--- src/hw/rtl/qoi_mul.sv ---
// ----------------------------------------------------------------------------
// qoi_mul
// Shared 32 x 32 unsigned multiplier with a registered product.
// ----------------------------------------------------------------------------
module qoi_mul (
    input  logic        i_clk,
    input  logic [31:0] i_a,
    input  logic [31:0] i_b,
    output logic [63:0] o_prod
);

    logic [63:0] r_prod;

    always_ff @(posedge i_clk) begin
        r_prod <= 64'(i_a) * 64'(i_b);
    end

    assign o_prod = r_prod;

endmodule

--- config.mk ---
export PLATFORM = sky130hd
export DESIGN_NAME = qoi_mul
export DESIGN_NICKNAME = d
export VERILOG_FILES = /design/src/hw/rtl/qoi_mul.sv
export SDC_FILE = /design/constraint.sdc
export NUM_CORES = 2
export LEC_CHECK = 0
export ABC_AREA = 1
export CORE_MARGIN = 2
export CORE_UTILIZATION = 30
export DETAILED_ROUTE_END_ITERATION = 7
export DONT_BUFFER_PORTS = 1
export GPL_ROUTABILITY_DRIVEN = 1
export PLACE_DENSITY = 0.43
export SKIP_CTS_REPAIR_TIMING = 1
export SYNTH_ARGS = -nofsm -noshare
export SYNTH_HDL_FRONTEND = slang
export SYNTH_SLANG_ARGS = --single-unit
--- constraint.sdc ---
create_clock -name i_clk -period 7.5 [get_ports i_clk]
set_input_delay 0.75 -clock i_clk [delete_from_list [all_inputs] [get_ports i_clk]]
set_output_delay 0.75 -clock i_clk [all_outputs]
set_load 0.01 [all_outputs]
=== Word-level counts from Yosys, hierarchy flattened ===
Index checks and enable logic that the tools add are counted.

* Register bits after elaboration: 64
* Input port bits: 65
* Output and inout bits: 64
* Word-level logic and storage cells: 2

* Multiply operators: 1

{| class="wikitable"
|+ Operator list
! cell !! number
|-
| $mul 32x32->64 || 1
|}

=== Logic depth before layout (Yosys ltp) ===
* Depth in word-level cells: 1
* Depth in mapped cells: 30
* Depth with buffers taken out: 29

=== Worst setup path after synthesis ===
Ideal clock, no wire load.

* Path type: input to register
* From: input i_a[25]
* To: register r_prod[60], in the netlist o_prod[60]
* Setup time: 0.112 ns
* Arrival: 6.452 ns
* Data required time: 7.388 ns
* Slack: 0.936 ns
* Stages on the path: 26
* Path buffers: 1
* Path through: clkbuf_1 > nand2_1 > fa_1 > inv_1 > fa_1 > inv_1 > fa_1 > inv_1 > fa_1 > fa_1 > fa_1 > fa_1 > inv_1 > fa_1 > inv_1 > ha_1 > nand2_1 > nand2_1 > a21oi_1 > nand2_1 > nand2_1 > nand2_1 > a21oi_1 > nand2_1 > nand2_1 > nand2_1

* Longest elaborated chain between the ends: 1

{| class="wikitable"
|+ RTL lines
! element !! RTL line !! RTL
|-
| start: declaration || 7 || <nowiki>input logic [31:0] i_a,</nowiki>
|-
| $mul 32x32->64 || 15 || <nowiki>r_prod <= 64'(i_a) * 64'(i_b);</nowiki>
|-
| end signal: assignment || 15 ||
|-
| end: declaration || 12 || <nowiki>logic [63:0] r_prod;</nowiki>
|}

Every way passes these cells.

=== Final worst setup path ===
* From: input i_b[8]
* To: register r_prod[30], in the netlist o_prod[30]

* Longest elaborated chain between the ends: 1

{| class="wikitable"
|+ RTL lines
! element !! RTL line !! RTL
|-
| start: declaration || 8 || <nowiki>input logic [31:0] i_b,</nowiki>
|-
| $mul 32x32->64 || 15 ||
|}

Every way passes these cells.

==> impl_metrics.json <==
{
  "clock_sinks": 64,
  "nFillCells": 13580,
  "grt_pass1_vias": 30490,
  "required_ps": 7690,
  "ys_ff_latch": 64,
  "rows": 129,
  "ys_seq_area_frac": 0.03426,
  "htree_levels": 3,
  "start_kind": "input port",
  "rsz0062_at_grt": "no",
  "largest_reg_flops": 64,
  "synth_nets": 6247,
  "cp.depth": 20,
  "cts_buffers": 9,
  "die_y_um": 357.1,
  "firstDrtPassIters": 8,
  "setup-tns-final_ps": 0,
  "dieArea_um2": 127500,
  "drive_gt1_frac": 0.01671,
  "ys_types": 23,
  "final-setup-viol-count": 0,
  "yosys_warnings": 0,
  "syn_area_per_cell_um2": 7.446,
  "grt_pass1_wl_um": 182000,
  "crit_buf_inv": 4,
  "first_iter_violations": 1506,
  "dp_hpwl_um": 96570,
  "root_buffer": "clkbuf_16",
  "cts_tree": "done",
  "ant_nets": 0,
  "vias": 27980,
  "min_period_over_period": 0.9575,
  "tightest_slew_ps": 585.7,
  "crit_slowest_cell": "ha_1",
  "area_growth_syn_to_layout_pct": 4.392,
  "cap_violations": 0,
  "yosys-top-cells-area": "fa_1 (48%), inv_1 (17%), nand2_1 (16%), ha_1 (8.8%), dfxtp_1 (3.4%)",
  "critPathArrivalTime_ps": 7370,
  "overflow": 0,
  "die_x_um": 357.1,
  "cts_buffer_depth": 2,
  "final_nets": 6067,
  "grt_util_all_layers": 0.1870,
  "synth_top_cell_area_share": 0.4796,
  "remaining_drc_errors": 0,
  "period_needed_ps": 7182,
  "initial_core_util": 0.3025,
  "cp_cell_sequence": "nand2_1 > inv_1 > fa_1 > fa_1 > inv_1 > fa_1 > fa_1 > fa_1 > inv_1 > fa_1 > fa_1 > fa_1 > ha_1 > nand2_1 > nor2_1 > inv_1 > nor2_1 > a21oi_1 > nand2_2 > xor2_1",
  "yosys.area.top_type": "fa_1",
  "max_stage_delay_ps": 570,
  "fmax_ghz": 0.1392,
  "path_clk_slew_ps": 80,
  "syn_area_um2": 37400,
  "end_kind": "register",
  "final_hold_viol_count": 0,
  "max_slew_margin": 0.6082,
  "place_congestion": 0.9341,
  "portBuffers": 0,
  "hold_depth": 2,
  "whs_ps": 485.1,
  "cpMostUsedCell": "fa_1",
  "grt_max_degree": 33,
  "io_pins": 129,
  "status": "finished, final reports clean",
  "antenna_found_initial": 2,
  "slew_viol_final": 0,
  "wire_per_inst_um": 17.57,
  "coreArea_um2": 123600,
  "drt-total-wl_um": 113900,
  "syn_inst": 5023,
  "crit_fanout": 32,
  "min_path_type": "input port to register",
  "cp_top_family": "adder cells",
  "vias_per_cell": 4.315,
  "crit_type": "input port to register"
}
-- synth_stat cells --
cell and number:
inv_1 1723, nand2_1 1566, fa_1 896, ha_1 263
clkbuf_1 192, nor2_1 81, dfxtp_1 64, nand3_1 56
a21oi_1 43, xor2_1 33, nand4_1 16, nand2_2 15
nor2_2 14, inv_2 12, nor3_1 11, o21bai_1 11
nand3_2 9, nor2_4 6, nor3_2 6, o21ai_0 2
xnor2_1 2, nor3_4 1, o21bai_2 1
-- area by class of cell --
cell class,instances,area [µm²],area share
Clock buffer,9,225.2,0.005768
Timing Repair Buffer,1,7.507,0.0001923
Antenna cell,1,2.502,0.00006409
Inverter,1735,6513,0.1668
Sequential cell,64,1281,0.03282
Tap cell,1637,2048,0.05246
Clock inverter,7,80.08,0.002051
Multi-Input combinational cell,3032,28890,0.7399
-- placed cells by master (no fill, tap or decap), drive strengths merged --
cell	n
inv	1736
nand2	1581
fa	896
ha	263
nor2	101
nand3	65
dfxtp	64
a21oi	43
xor2	33
nor3	18
nand4	16
o21bai	12
clkbuf	9
clkinv	3
o21ai	2
xnor2	2
clkinvlp	2
diode	1
bufinv	1
buf	1
-- path summary, 6_finish.rpt --
| path | from | endpoint | slack [ps] |
|---|---|---|---|
| min | i_a[0] | o_prod[0]$_DFF_P_ | 490 |
| max | i_b[8] | o_prod[30]$_DFF_P_ | 320 |
-- cells by family (layout without fill, tap and decap cells) --
logic type	after synthesis	in the layout	synth area share
buffers and inverters	1927	1752	0.1934
and+or+nand+nor	1781	1781	0.1880
adders and majority gates	1159	1159	0.5676
DFF	64	64	0.03426
AOI/OAI and AO/OA	57	57	0.008531
xor gates and xnor gates	35	35	0.008196
other	0	1	0
-- through the flow --
step           instance area, µm²  cells  setup slack [ps]  utilization
2_1_floorplan               37400   5023             935.6            -
3_3_place_gp                38740   6469             5.664       0.3133
3_5_place_dp                38740   6469             79.88       0.3133
4_1_cts                     39040   6485             423.9       0.3158
5_1_grt                     39040   6485             177.3       0.3158
6_report                    39040   6486             318.5       0.3158
-- per-layer routing --
layer / up-vias / routed length (µm) / share of wire / track usage
met5: - / 13 / 0.00011 / 0
li1: 13260 / - / - / -
met4: 2 / 1839 / 0.016 / 0.02824
met2: 507 / 57070 / 0.50 / 0.3299
met1: 14130 / 50580 / 0.44 / 0.2511
met3: 90 / 4420 / 0.039 / 0.02000
Power is not shown: default switching activity piles up to over one toggle a cycle in this logic, so the estimate is an artifact.
