### src/hw/rtl/qoi_isqrt.sv
// ----------------------------------------------------------------------------
// qoi_isqrt
// Integer square root (floor) of a 64-bit value, one result bit per cycle.
// ----------------------------------------------------------------------------
module qoi_isqrt (
    input  logic        i_clk,
    input  logic        i_rst_n,
    input  logic        i_start,
    input  logic [63:0] i_n,
    output logic        o_done,
    output logic [31:0] o_root
);

    logic        r_busy;
    logic        r_done;
    logic [4:0]  r_cnt;
    logic [63:0] r_rem;
    logic [63:0] r_res;
    logic [63:0] r_bit;
    logic [63:0] w_trial;

    assign w_trial = r_res + r_bit;

    always_ff @(posedge i_clk) begin
        if (!i_rst_n) begin
            r_busy <= 1'b0;
            r_done <= 1'b0;
            r_cnt  <= '0;
        end else begin
            r_done <= 1'b0;
            if (i_start) begin
                r_busy <= 1'b1;
                r_cnt  <= '0;
                r_rem  <= i_n;
                r_res  <= '0;
                r_bit  <= 64'd1 << 62;
            end else if (r_busy) begin
                if (r_rem >= w_trial) begin
                    r_rem <= r_rem - w_trial;
                    r_res <= (r_res >> 1) + r_bit;
                end else begin
                    r_res <= r_res >> 1;
                end
                r_bit <= r_bit >> 2;
                r_cnt <= r_cnt + 5'd1;
                if (r_cnt == 5'd31) begin
                    r_busy <= 1'b0;
                    r_done <= 1'b1;
                end
            end
        end
    end

    assign o_done = r_done;
    assign o_root = r_res[31:0];

endmodule

### config.mk
export PLATFORM = sky130hd
export DESIGN_NAME = qoi_isqrt
export DESIGN_NICKNAME = d
export VERILOG_FILES = /design/src/hw/rtl/qoi_isqrt.sv
export SDC_FILE = /design/constraint.sdc
export NUM_CORES = 1
export LEC_CHECK = 0
export ABC_AREA = 1
export BUFFER_PORTS_ARGS = -buffer_cell sky130_fd_sc_hd__buf_2
export CAP_MARGIN = 15
export CORE_ASPECT_RATIO = 1.2
export CORE_UTILIZATION = 60
export DETAILED_ROUTE_END_ITERATION = 10
export PLACE_DENSITY = 0.78
export SLEW_MARGIN = 15
export SYNTH_ARGS = -nofsm -noshare
export SYNTH_HDL_FRONTEND = slang
export SYNTH_SLANG_ARGS = --single-unit
### constraint.sdc
create_clock -name i_clk -period 14.86 [get_ports i_clk]
set_input_delay 1.486 -clock i_clk [delete_from_list [all_inputs] [get_ports i_clk]]
set_output_delay 1.486 -clock i_clk [all_outputs]
set_load 0.05 [all_outputs]
Yosys cells after proc, flatten, opt, wreduce, memory -nomap -nowiden --
Cells that the tools add are included.
Operators by class: multiplexer cells 10, $add $sub $neg 4, equality and inequality tests 1, order comparisons 1, reduce and logical (&&, ||, !) cells 6, bitwise operators 2
Operator list (number):
- $mux W64 | 5
- $add A63 B63 Y64 | 1
- $add A64 B63 Y64 | 1
- $ge A64 B64 Y1 | 1
- $sub A64 B64 Y64 | 1
- $mux W63 | 1
- $add A5 B1 Y5 const B | 1
- $eq A5 B5 Y1 const B | 1
- $mux W1 | 4
- $reduce_bool A2 Y1 | 2
- $reduce_and A3 Y1 | 1
- $reduce_or A3 Y1 | 1
- $not A1 Y1 | 2
- $reduce_and A2 Y1 | 1
- $reduce_or A2 Y1 | 1
Word-level totals: logic and storage cells 30, bits of input ports 67, register bits after elaboration 167

Logic depth before layout (Yosys ltp) --
depth in word-level cells 5, mapped depth 27

Worst setup path before layout --
Ideal clock, no wire load.
kind input-to-reg, start point in i_start, end point reg r_rem[0] (enable), arrival 8.651 ns, buffers on the path 1, slack 5.791 ns, required time 14.442 ns, cell stages on the path 5, library setup time 0.418 ns, cells stage by stage clkbuf_1 inv_2 a21oi_1 o21ai_0 inv_1
Between the ends: longest elaborated chain between the ends 2, elaborated cells between the ends (all ways) 3, those cells by class reduce/logical (3)
RTL lines:
- from (decl) | RTL line 8 | input logic i_start,
- $reduce_bool A2 Y1 (no source line)
- $reduce_and A3 Y1 (no source line) (*)
- to (signal assigned) | RTL line 34 | r_rem <= i_n;
- to (signal assigned) | RTL line 39 | r_rem <= r_rem - w_trial;
- to (decl) | RTL line 17 | logic [63:0] r_rem;
Every way passes the cells marked *; elsewhere a longest branch is shown, timed or not. A chain may end at the register's enable or synchronous reset.

Worst setup path in the final report --
start point reg r_res[22], end point reg r_rem[26] (enable)
Between the ends: longest elaborated chain between the ends 4
RTL lines:
- from (decl) | RTL line 18 | logic [63:0] r_res;
- from (signal assigned) | RTL line 40 | r_res <= (r_res >> 1) + r_bit;
- from (signal assigned) | RTL line 42 | r_res <= r_res >> 1;
- $add A64 B63 Y64 | RTL line 22 | assign w_trial = r_res + r_bit;
- $ge A64 B64 Y1 | RTL line 38 | if (r_rem >= w_trial) begin
- $reduce_bool A2 Y1 (no source line)
- $reduce_and A3 Y1 (no source line)
Every way passes these cells.

==> results.yml <==
sta:
  worst_slew_pin_slew_ns: 1.12
  slew_viol_final: 0
  fin_crit_ns: 5.78
  slew_headroom_pct: 25.5
  min_period_over_period_pct: 38.9
  tns_ns: 0
  finClkSkew_ns: 0.0116
  grt_setup_unrepaired: "no"
  max_freq_mhz: 173
  setup_violations: 0
  hold_viol: 0
final_layout:
  nFillCells: 3284
  layout.nets: 3765
  layoutNonFillerInstCount: 4028
  utilization_pct: 65.2
  multi_input_area_um2: 13000
  layout-drive-gt1-share_pct: 5.20
  seq_area_um2: 4940
  area_delta_synth_final_pct: 6.02
  diodes: 0
clock_tree:
  clock_sinks: 167
  cts-root-buf: "clkbuf_16"
  clockBufferDepth: 2
  htreeDepth: 4
  cts_tree: "yes"
  cts_resized: 0
  cts_made_buffers: 17
  hold_buffers: 0
  cts_setup_buffers: 0
  clk_latency_ns: 0.49
  clk_pin_slew_ns: 0.07
detailed_routing:
  vias: 23222
  finalWirelength_um: 75900
  drt_first_pass_iters: 10
  ant_nets: 0
  drc_errors: 1
  wl_per_cell_um: 18.8
  dr.first_iter.drc_count: 2762
  vias_per_cell: 5.77
yosys:
  synth_area_leaders: "nand2_1, edfxtp_1, inv_1"
  synth_compound_area_share_pct: 8.28
  syn_avg_cell_area_um2: 5.84
  muxShareOfSynthArea_pct: 0
  yosys.area_share.simple_pct: 42.4
  synthXorXnorAreaFrac_pct: 4.39
  ys_seq_elements: 167
  yosysTopAreaCell: "nand2_1"
  ys_warn_count: 0
  synth_area_um2: 20500
  synth_top_family_by_area: "simple AND/OR/NAND/NOR gates"
  synth_top_area_share_pct: 26.2
  synth_seq_area_share_pct: 24.1
  syn_inst: 3516
  synth_cell_types: 44
  syn-num-nets: 3716
  post_synth_fa_ha_maj_area_fraction_pct: 8.13
critical_path:
  crit_fanout: 42
  cpLargestDelayFamily: "simple AND/OR/NAND/NOR gates"
  worstSetupPathType: "flip-flop to flip-flop"
  critPathSlowestCell: "buf_4"
  cp_slowest_stage_delay_ns: 0.61
  critPathCaptureType: "flip-flop"
  cp_common_cell: "nand2_1"
  cp.arrival_ns: 5.90
  startpoint_type: "flip-flop"
  path_buf_inv: 2
  crit_required_ns: 14.98
  crit_chain: "ha_1, nand2_1, o21ai_0, nand2_1, o21ai_0, a21oi_1, o21ai_0, nand2_1, nand3b_1, nand2_1, ha_1, nand2_1, nor2_1, nand2_1, nor3_2, nand2_2, nand2_2, o21ai_0, inv_2, buf_4"
floorplan:
  dieArea_um2: 35000
  initial_core_util_pct: 61.5
  die_h_um: 205
  rows: 73
  die_w_um: 171
  io-pin-count: 100
  core_um2: 33400
place:
  io_buffers: 99
  placed_cells: 3996
  hpwl_um: 60700
  globalplace.congestion: 1.05
hold_path:
  hp-class: "flip-flop to flip-flop"
power:
  peakVddDrop_mv: 0.0924
  p_leak_nw: 11.4
  p_per_area_nw_per_um2: 115
grt:
  grt_busiest_layer: "met2"
  grtUsageTotal_pct: 44.0
  use_met3_pct: 6.84
  grt_antenna_before_repair: 0
  grt_start_max_net_pins: 88
  grt_pass1_wl_um: 116000
  grtUsageMet2_pct: 74.4
  grt_pass1_vias: 22144
  grt-ovfl-total: 0
  use_met1_pct: 49.9
status:
  violations: "DRC"
  status: "finished, violations left"
flow_run:
  cap_viol_max_count: 0
==> synth_stat cells, drive strengths merged <==
cell,number
a31oi,3
nand4,26
xnor2,58
ha,132
clkbuf,25
inv,571
clkinv,2
nand2,1454
nor2,348
a21o,4
dfxtp,7
and2,11
or2,11
nor4,10
nand3,209
nand2b,3
nor3,44
o21ai,136
xor2,45
buf,50
and3,1
o22ai,1
a311oi,1
a21boi,1
o21bai,18
edfxtp,160
nand3b,29
a21oi,147
o211ai,1
o21a,7
fa,1
==> state kept, by name, summed over array words and instances (netlist names) <==
register,cells
r_cnt,5
r_bit,32
r_rem,64
o_done,1
r_res,64
r_busy,1
==> cell usage in the layout (no fill, tap or decap), types with 2 or more instances in the layout <==
master	instances
or2_2	11
edfxtp_1	160
nor2_1	341
clkbuf_1	2
nor3_2	2
nand2_1	1434
nand2b_1	3
inv_6	6
nor4_1	10
o21ai_1	7
and2_1	10
nand2_2	20
nor2_2	6
o21ai_0	129
nand3b_1	29
clkbuf_16	18
ha_1	132
clkinv_1	2
dfxtp_1	7
nand3_1	209
nor3_1	42
inv_8	4
inv_1	564
o21bai_1	18
nand4_1	26
a31oi_1	3
a21oi_1	143
xnor2_1	58
buf_2	98
buf_4	7
a21oi_4	2
xor2_1	45
inv_2	7
a21oi_2	2
a21o_1	4
o21a_1	7
==> path summary, 6_finish.rpt <==
path / to / slack (ns) / cells after the start / from
hold reg to reg: r_cnt[4] / 0.48 / 2 / r_cnt[4]
setup / recovery: r_rem[26] / 9.08 / 20 / r_res[22]
hold / removal: r_cnt[4] / 0.48 / 2 / r_cnt[4]
setup reg to reg: r_rem[26] / 9.08 / 20 / r_res[22]
==> worst min-delay path, stage by stage (launching register included) <==
cell     delay, ns
dfxtp_1       0.32
nand2_1       0.06
a21oi_1       0.05
==> through the flow <==
step | area [µm²] | setup slack, ns | total power [mW] | hold slack (ns)
global placement | 21200 | 9.41 | 1.94 | 0.454
CTS | 21800 | 9.29 | 2.44 | 0.475
finish | 21800 | 9.08 | 2.50 | 0.476
global route | 21800 | 8.79 | 2.65 | 0.510
detailed placement | 21200 | 9.29 | 1.98 | 0.463
floorplan | 20500 | 5.79 | 1.63 | 0.445
==> logic make-up (layout without fill, tap and decap cells) <==
family	count (synthesis)	in the layout
flops	167	167
buf+inv	648	710
xor+xnor	103	103
simple gates	2146	2146
fa+ha+maj	133	133
compound gates	319	319
==> power by group <==
part	switching, mW	total (mW)	internal [mW]
combinational	0.937	1.36	0.419
clock	0.236	0.469	0.233
sequential	0.0751	0.676	0.601
==> routing by layer <==
| layer | vias up | part of all wire [%] |
|---|---|---|
| li1 | 11099 | - |
| met1 | 10440 | 36 |
| met2 | 1372 | 47 |
| met3 | 311 | 9.4 |
| met4 | 0 | 8.1 |
| met5 | - | 0 |
==> final cells by class <==
| class | count | area share (%) |
|---|---|---|
| clock buffers | 20 | 2.10 |
| inverters | 573 | 9.87 |
| clock inverters | 12 | 0.563 |
| multi-input cells | 2701 | 59.7 |
| flip-flops and latches | 167 | 22.7 |
| well taps | 450 | 2.58 |
| repair buffers | 105 | 2.49 |
(Power assumes the default switching activity.)
