[config.mk]
export PLATFORM = sky130hd
export DESIGN_NAME = qoi_fdiv
export DESIGN_NICKNAME = d
export VERILOG_FILES = /design/src/hw/rtl/qoi_pkg.sv /design/src/hw/rtl/qoi_fdiv.sv
export SDC_FILE = /design/constraint.sdc
export NUM_CORES = 1
export LEC_CHECK = 0
export BUFFER_PORTS_ARGS = -buffer_cell sky130_fd_sc_hd__buf_2
export CAP_MARGIN = 20
export CORE_MARGIN = 2
export CORE_UTILIZATION = 40
export CTS_BUF_LIST = sky130_fd_sc_hd__clkbuf_4
export CTS_CLUSTER_DIAMETER = 50
export DETAILED_ROUTE_END_ITERATION = 6
export SETUP_SLACK_MARGIN = 0.3
export SLEW_MARGIN = 20
export SYNTH_ARGS = -nofsm -noshare
export SYNTH_HDL_FRONTEND = slang
export SYNTH_SLANG_ARGS = --single-unit
[constraint.sdc]
create_clock -name i_clk -period 10.8 [get_ports i_clk]
set_input_delay 1.62 -clock i_clk [delete_from_list [all_inputs] [get_ports i_clk]]
set_output_delay 1.62 -clock i_clk [all_outputs]
set_load 0.005 [all_outputs]
[src/hw/rtl/qoi_pkg.sv]
// ----------------------------------------------------------------------------
// qoi_pkg
// Shared constants and the product term table of the orientation integrator.
// ----------------------------------------------------------------------------
package qoi_pkg;

    localparam int CompWidth = 32;   // default component width, Q2.(W-2)
    localparam int HalfShift = 11;   // rate Q16.16 * dt Q0.24 -> rate*dt/2 in Q.30
    localparam int MulSplit  = 22;   // low part width of an h term
    localparam int ProdShift = 30;   // product scaling back to Q.30
    localparam int HWidth    = 44;   // magnitude of an h term
    localparam int PWidth    = 48;   // accumulator for a sum component

    typedef struct packed {
        logic [1:0] pi;    // sum component that takes the term
        logic [1:0] hi;    // h term
        logic [1:0] qi;    // orientation component
        logic       sub;   // subtract the term
    } t_term;

    localparam logic [3:0] LastTerm = 4'd11;

    // Hamilton product (0, h) * q, one term per index
    function automatic t_term term_of(input logic [3:0] k);
        t_term t;
        case (k)
            4'd0:    t = '{pi: 2'd0, hi: 2'd0, qi: 2'd1, sub: 1'b1};
            4'd1:    t = '{pi: 2'd0, hi: 2'd1, qi: 2'd2, sub: 1'b1};
            4'd2:    t = '{pi: 2'd0, hi: 2'd2, qi: 2'd3, sub: 1'b1};
            4'd3:    t = '{pi: 2'd1, hi: 2'd0, qi: 2'd0, sub: 1'b0};
            4'd4:    t = '{pi: 2'd1, hi: 2'd1, qi: 2'd3, sub: 1'b0};
            4'd5:    t = '{pi: 2'd1, hi: 2'd2, qi: 2'd2, sub: 1'b1};
            4'd6:    t = '{pi: 2'd2, hi: 2'd1, qi: 2'd0, sub: 1'b0};
            4'd7:    t = '{pi: 2'd2, hi: 2'd2, qi: 2'd1, sub: 1'b0};
            4'd8:    t = '{pi: 2'd2, hi: 2'd0, qi: 2'd3, sub: 1'b1};
            4'd9:    t = '{pi: 2'd3, hi: 2'd2, qi: 2'd0, sub: 1'b0};
            4'd10:   t = '{pi: 2'd3, hi: 2'd0, qi: 2'd2, sub: 1'b0};
            4'd11:   t = '{pi: 2'd3, hi: 2'd1, qi: 2'd1, sub: 1'b1};
            default: t = '{pi: 2'd0, hi: 2'd0, qi: 2'd0, sub: 1'b0};
        endcase
        return t;
    endfunction

endpackage

[src/hw/rtl/qoi_fdiv.sv]
// ----------------------------------------------------------------------------
// qoi_fdiv
// Restoring fraction divider: m * 2^(F+1) / s, one quotient bit per cycle.
// ----------------------------------------------------------------------------
module qoi_fdiv #(
    parameter int F = qoi_pkg::CompWidth - 2
) (
    input  logic          i_clk,
    input  logic          i_rst_n,
    input  logic          i_start,
    input  logic [29:0]   i_num,
    input  logic [31:0]   i_den,
    output logic          o_done,
    output logic [F+1:0]  o_quot
);

    localparam int Steps = F + 2;
    localparam int CntW  = $clog2(Steps);

    logic            r_busy;
    logic            r_done;
    logic [CntW-1:0] r_cnt;
    logic [33:0]     r_rem;
    logic [F+1:0]    r_q;
    logic [33:0]     w_t;

    // first step compares without a shift
    assign w_t = (r_cnt == '0) ? r_rem : (r_rem << 1);

    always_ff @(posedge i_clk) begin
        if (!i_rst_n) begin
            r_busy <= 1'b0;
            r_done <= 1'b0;
            r_cnt  <= '0;
        end else begin
            r_done <= 1'b0;
            if (i_start) begin
                r_busy <= 1'b1;
                r_cnt  <= '0;
                r_rem  <= 34'(i_num);
                r_q    <= '0;
            end else if (r_busy) begin
                if (w_t >= 34'(i_den)) begin
                    r_rem <= w_t - 34'(i_den);
                    r_q   <= {r_q[F:0], 1'b1};
                end else begin
                    r_rem <= w_t;
                    r_q   <= {r_q[F:0], 1'b0};
                end
                r_cnt <= r_cnt + CntW'(1);
                if (r_cnt == CntW'(Steps - 1)) begin
                    r_busy <= 1'b0;
                    r_done <= 1'b1;
                end
            end
        end
    end

    assign o_done = r_done;
    assign o_quot = r_q;

endmodule

# Word level (Yosys, flattened, before mapping)
# Index checks and enable logic that the tools add are counted.
classes:
  bitwise: 2
  eq_ne: 1
  add_sub_neg: 2
  n_reduce_logical: 5
  n_mux: 10
  magnitude_cmp: 1
op_table:
  columns: ["cell", "n"]
  rows:
  - ["34-bit two-way mux", 3]
  - ["34-bit by 32-bit greater-or-equal comparator with 1-bit output", 1]
  - ["34-bit by 32-bit subtractor with 34-bit output", 1]
  - ["32-bit two-way mux", 1]
  - ["30-bit two-way mux", 1]
  - ["5-bit by 1-bit adder with 5-bit output (second input constant)", 1]
  - ["5-bit equality test (second input constant)", 1]
  - ["5-bit logical NOT", 1]
  - ["1-bit two-way mux", 5]
  - ["3-bit OR reduction", 1]
  - ["1-bit NOT", 2]
  - ["2-bit AND reduction", 1]
  - ["2-bit nonzero test", 1]
  - ["2-bit OR reduction", 1]
totals:
  word_cells: 27
  register_bits: 73
  input_bits: 65

# Logic depth before layout (Yosys ltp)
logic_depth:
  ltp_word: 6
  mapped_depth: 19
  mapped_depth_nobuf: 15

# Worst setup path after synthesis
# No wires, ideal clock.
synth_timing:
  kind: "register -> register"
  start: "register r_cnt[0]"
  end: "register r_rem[12] (data pin)"
  stages_incl_launch_ff: 16
  path_buffers: 2
  slack_ns: 5.849
  required_ns: 10.540
  arrival_ns: 4.691
  cell_sequence: "dfxtp_1 inv_1 ha_1 nor4b_2 clkbuf_1 clkbuf_1 mux2_2 ha_1 nand4_1 or2_1 or4_4 a31oi_4 a41oi_4 a21oi_4 mux2_2 mux2_2"
synth_between:
  elab_chain_len: 6
  word_cells_on_any_way: 7
  cone_classes: "add/sub (1); order compare (1); mux (4); reduce/logical (1)"
synth_lines:
  columns: ["item", "line", "source"]
  rows:
  - ["start: declaration", "qoi_fdiv.sv:22", "logic [CntW-1:0] r_cnt;"]
  - ["start signal: assignment", "qoi_fdiv.sv:50", "r_cnt <= r_cnt + CntW'(1);"]
  - ["5-bit logical NOT (*)", "qoi_fdiv.sv:28", "assign w_t = (r_cnt == '0) ? r_rem : (r_rem << 1);"]
  - ["34-bit two-way mux (*)", "qoi_fdiv.sv:28", null]
  - ["34-bit by 32-bit subtractor with 34-bit output / 34-bit by 32-bit greater-or-equal comparator with 1-bit output (equally long branches)", "qoi_fdiv.sv:44, qoi_fdiv.sv:43", null]
  - ["34-bit two-way mux (*)", "qoi_fdiv.sv:43", "if (w_t >= 34'(i_den)) begin"]
  - ["34-bit two-way mux (*)", "qoi_fdiv.sv:42", "end else if (r_busy) begin"]
  - ["30-bit two-way mux (*)", "qoi_fdiv.sv:37", "if (i_start) begin"]
  - ["end signal: assignment", "qoi_fdiv.sv:40", "r_rem <= 34'(i_num);"]
  - ["end signal: assignment", "qoi_fdiv.sv:44", "r_rem <= w_t - 34'(i_den);"]
  - ["end signal: assignment", "qoi_fdiv.sv:47", "r_rem <= w_t;"]
  - ["end: declaration", "qoi_fdiv.sv:23", "logic [33:0] r_rem;"]
# Every way passes the cells marked *; elsewhere a longest branch is shown, timed or not. The select of a mux whose other input is x is not followed.
# A chain may end at the register's enable or synchronous reset.

# Worst setup path after layout
layout_timing:
  start: "register r_cnt[0]"
  end: "register r_rem[8] (data pin)"
# The elaborated chain is that of the path after synthesis.

==> results.md <==
* Outcome: finished clean
* Critical path type: flip-flop to flip-flop
* #FFs+latches synth at 73
* H-tree depth at 3
* Via Count at 4465
* Largest net degree at the start of global routing at 51
* Utilization after layout at 47.2%
* Row count at 42
* Post-Synthesis Cell Area at 0.00553 mm2
* Post-synthesis sequential area ratio at 38.4%
* Die area at 0.0148 mm2
* Starting Density at 41.4%
* Reg clk slew, reported paths at 130 ps
* Power Dens Cells at 146 mW/mm2
* Final Critical Period at 5220 ps
* WHS Endpoint: r_cnt[1]
* CTS root buffer: clkbuf_4
* Clk_skew at 30.0 ps
* Filler cell count at 1340
* Ys Warns at 0
* Num ports at 98
* Worst-skew pair later-pin latency at 460 ps
* Crit-path most repeated cell: mux2_2
* TritonRoute pass-1 iters at 4
* Tcrit/Tclk final at 48.3%
* Placer's final routability congestion estimate at 0.887
* Commonest non-fill, non-tap cell in the layout: buf_2
* Total power draw at 0.000920 W
* RSZ-0062 raised after global routing: no
* R2R depth at 15
* Reg-to-reg slack, setup at 5580 ps
* Most frequent cells in the layout: buf_2 (97), edfxtp_1 (66), a21oi_1 (52)
* Syn_nets at 666
* Asr flop ratio synth at 0%
* Startpoint Class: flip-flop
* Actual slew at the worst max-slew pin at 903 ps
* Hold depth at 2
* Worst path depth at 15
* Clock buffer count from CTS at 9
* Hold path start: r_cnt[1]
* Crit Path Max Fanout at 36
* Die Ht at 122 um
* Worst IR Drop VDD at 0.0000748 V
* Critical path's top delay family: simple AND/OR/NAND/NOR gates
* Final #Nets at 758
* # Post-CTS Setup Buffers at 0
* Critical path, cell by cell: inv_1 -> ha_1 -> nor4b_4 -> buf_4 -> mux2_2 -> ha_1 -> nand4_1 -> or2_1 -> or4_4 -> a31oi_4 -> a41oi_4 -> a21oi_4 -> buf_4 -> mux2_2 -> mux2_2
* CP bufs+invs at 3
* Max Cap Viol at 0
* DP HPWL at 9810 um
* Post-DR vias/cell at 5.33
* Post-synth top area share at 35.8%
* Critical path arrival at 5430 ps
* Routed len/inst at 15.7 um
* Gr ovfl total at 0
* Top_reg_cell synth: edfxtp_1
* DRC at 0
* Gr usage total at 18.3%
* Cells after Synth at 565
* Sequential cell area at 0.00212 mm2
* Final count of negative-setup-slack endpoints at 0
* Antenna violations before repair at 0
* Vias in the first global route at 4533
* ANT cells at 0
* Min-Delay Path Class: flip-flop to flip-flop
* TritonCTS clock tree: yes
* Die Width at 122 um
* Area occupied by multi-input gates at 0.00316 mm2
* Hold-fix buffers, CTS at 0
* Share of cells above drive strength 1 at 25.5%
* Post-synth cell types at 59
* Setup TNS at 0 ps
* Post-synth EDFFs at 66
* Port-buffer cells at 97
* Synth-to-layout area growth at 14.0%
* Area leader, netlist: edfxtp_1
* Max Fclk at 192 MHz
* Final WL at 13200 um
* First-pass GRT wire length at 21600 um
* Avg Synthesized Cell Area at 9.79 um2
* RR Endpoint: r_rem[8]
* P_leak at 2.76 nW
* Endpoint class of the critical path: flip-flop
* Synth top area cells: edfxtp_1 (36%), mux2_2 (8.6%), ha_1 (7.9%)
* Final Hold Fails at 0
* CP max stage cell: or4_4
* Worst reg2reg startpoint: r_cnt[0]
* Num Clock Sinks at 73
* First-iteration detailed-routing DRC count at 157
* Worst path max stage delay at 550 ps
* Antenna Nets Post-Route at 0
* Post-CTS Resized at 0
* Relative slew slack at 39.8%
* Clock buffer depth at 2
* Max-slew violation count at 0
* Required @ worst endpoint at 11010 ps
* Placeable core area at 0.0133 mm2
-- metal layers --
| layer | up-vias | global-route usage, % | share of wire [%] |
|---|---|---|---|
| li1 | 2242 | - | - |
| met1 | 2122 | 23.4 | 47 |
| met2 | 87 | 31.6 | 48 |
| met3 | 14 | 3.65 | 4.0 |
| met4 | 0 | 5.17 | 1.2 |
| met5 | - | 0 | 0 |
-- cell type report --
cell class	instances	area share (%)
clock inverter	7	0.993
multi-input combinational	430	50.1
timing repair buffer	101	8.18
tap	176	3.49
clock buffer	9	1.07
sequential	73	33.7
inverter	42	2.50
-- cell usage after synthesis, types with 6 or more instances --
library cell  instances
xnor2_1              19
o21ai_0              24
a21oi_1              52
clkbuf_1             16
nor3_1                6
ha_1                 35
nor2_1               46
a21o_1               14
xor2_1               13
inv_1                41
nand3_1               8
nor2b_1              34
dfxtp_1               7
and3_1                7
nand2_1              37
nand2b_1              6
edfxtp_1             66
a31oi_1               6
mux2i_1              23
mux2_2               42
-- worst max-delay path by stage --
| stage | start | end |
|---|---|---|
| 6_report | r_cnt[0] | r_rem[8] |
| 5_1_grt | r_cnt[0] | r_rem[8] |
| 4_1_cts | r_cnt[0] | r_rem[8] |
| 3_5_place_dp | i_den[9] | r_rem[8] |
| 3_3_place_gp | i_den[8] | r_rem[25] |
| 2_1_floorplan | r_cnt[0] | r_rem[12] |
-- cell families after synthesis --
group,after synthesis,synth area share (%)
simple gates,160,14.5
compound gates,137,16.3
flops,73,38.4
mux,65,12.7
buf+inv,62,4.73
fa+ha+maj,36,8.28
xor+xnor,32,5.07
-- report_power, final --
part / internal (W) / switching, W
sequential: 0.000343 / 0.0000121
combinational: 0.000177 / 0.000214
clock: 0.0000519 / 0.000121
-- state kept, by name, summed over array words and instances, names as in the netlist --
name	flops
r_rem	34
o_done	1
o_quot	32
r_cnt	5
r_busy	1
-- per-stage QoR --
stage               std cells  hold slack [ps]  setup WS [ps]  instance area (um2)
floorplan                 565              510           5850                 5530
global placement          822              535           5530                 6170
detailed placement        822              554           5440                 6170
CTS                       838              585           5520                 6300
global route              838              607           5250                 6300
finish                    838              575           5580                 6300
-- worst min-delay path, cell delays in order, from the launching register on --
cell and delay, ps:
dfxtp_1 360, mux2i_1 130, nor2_1 50
No activity file was read; power rests on OpenSTA's default activity.
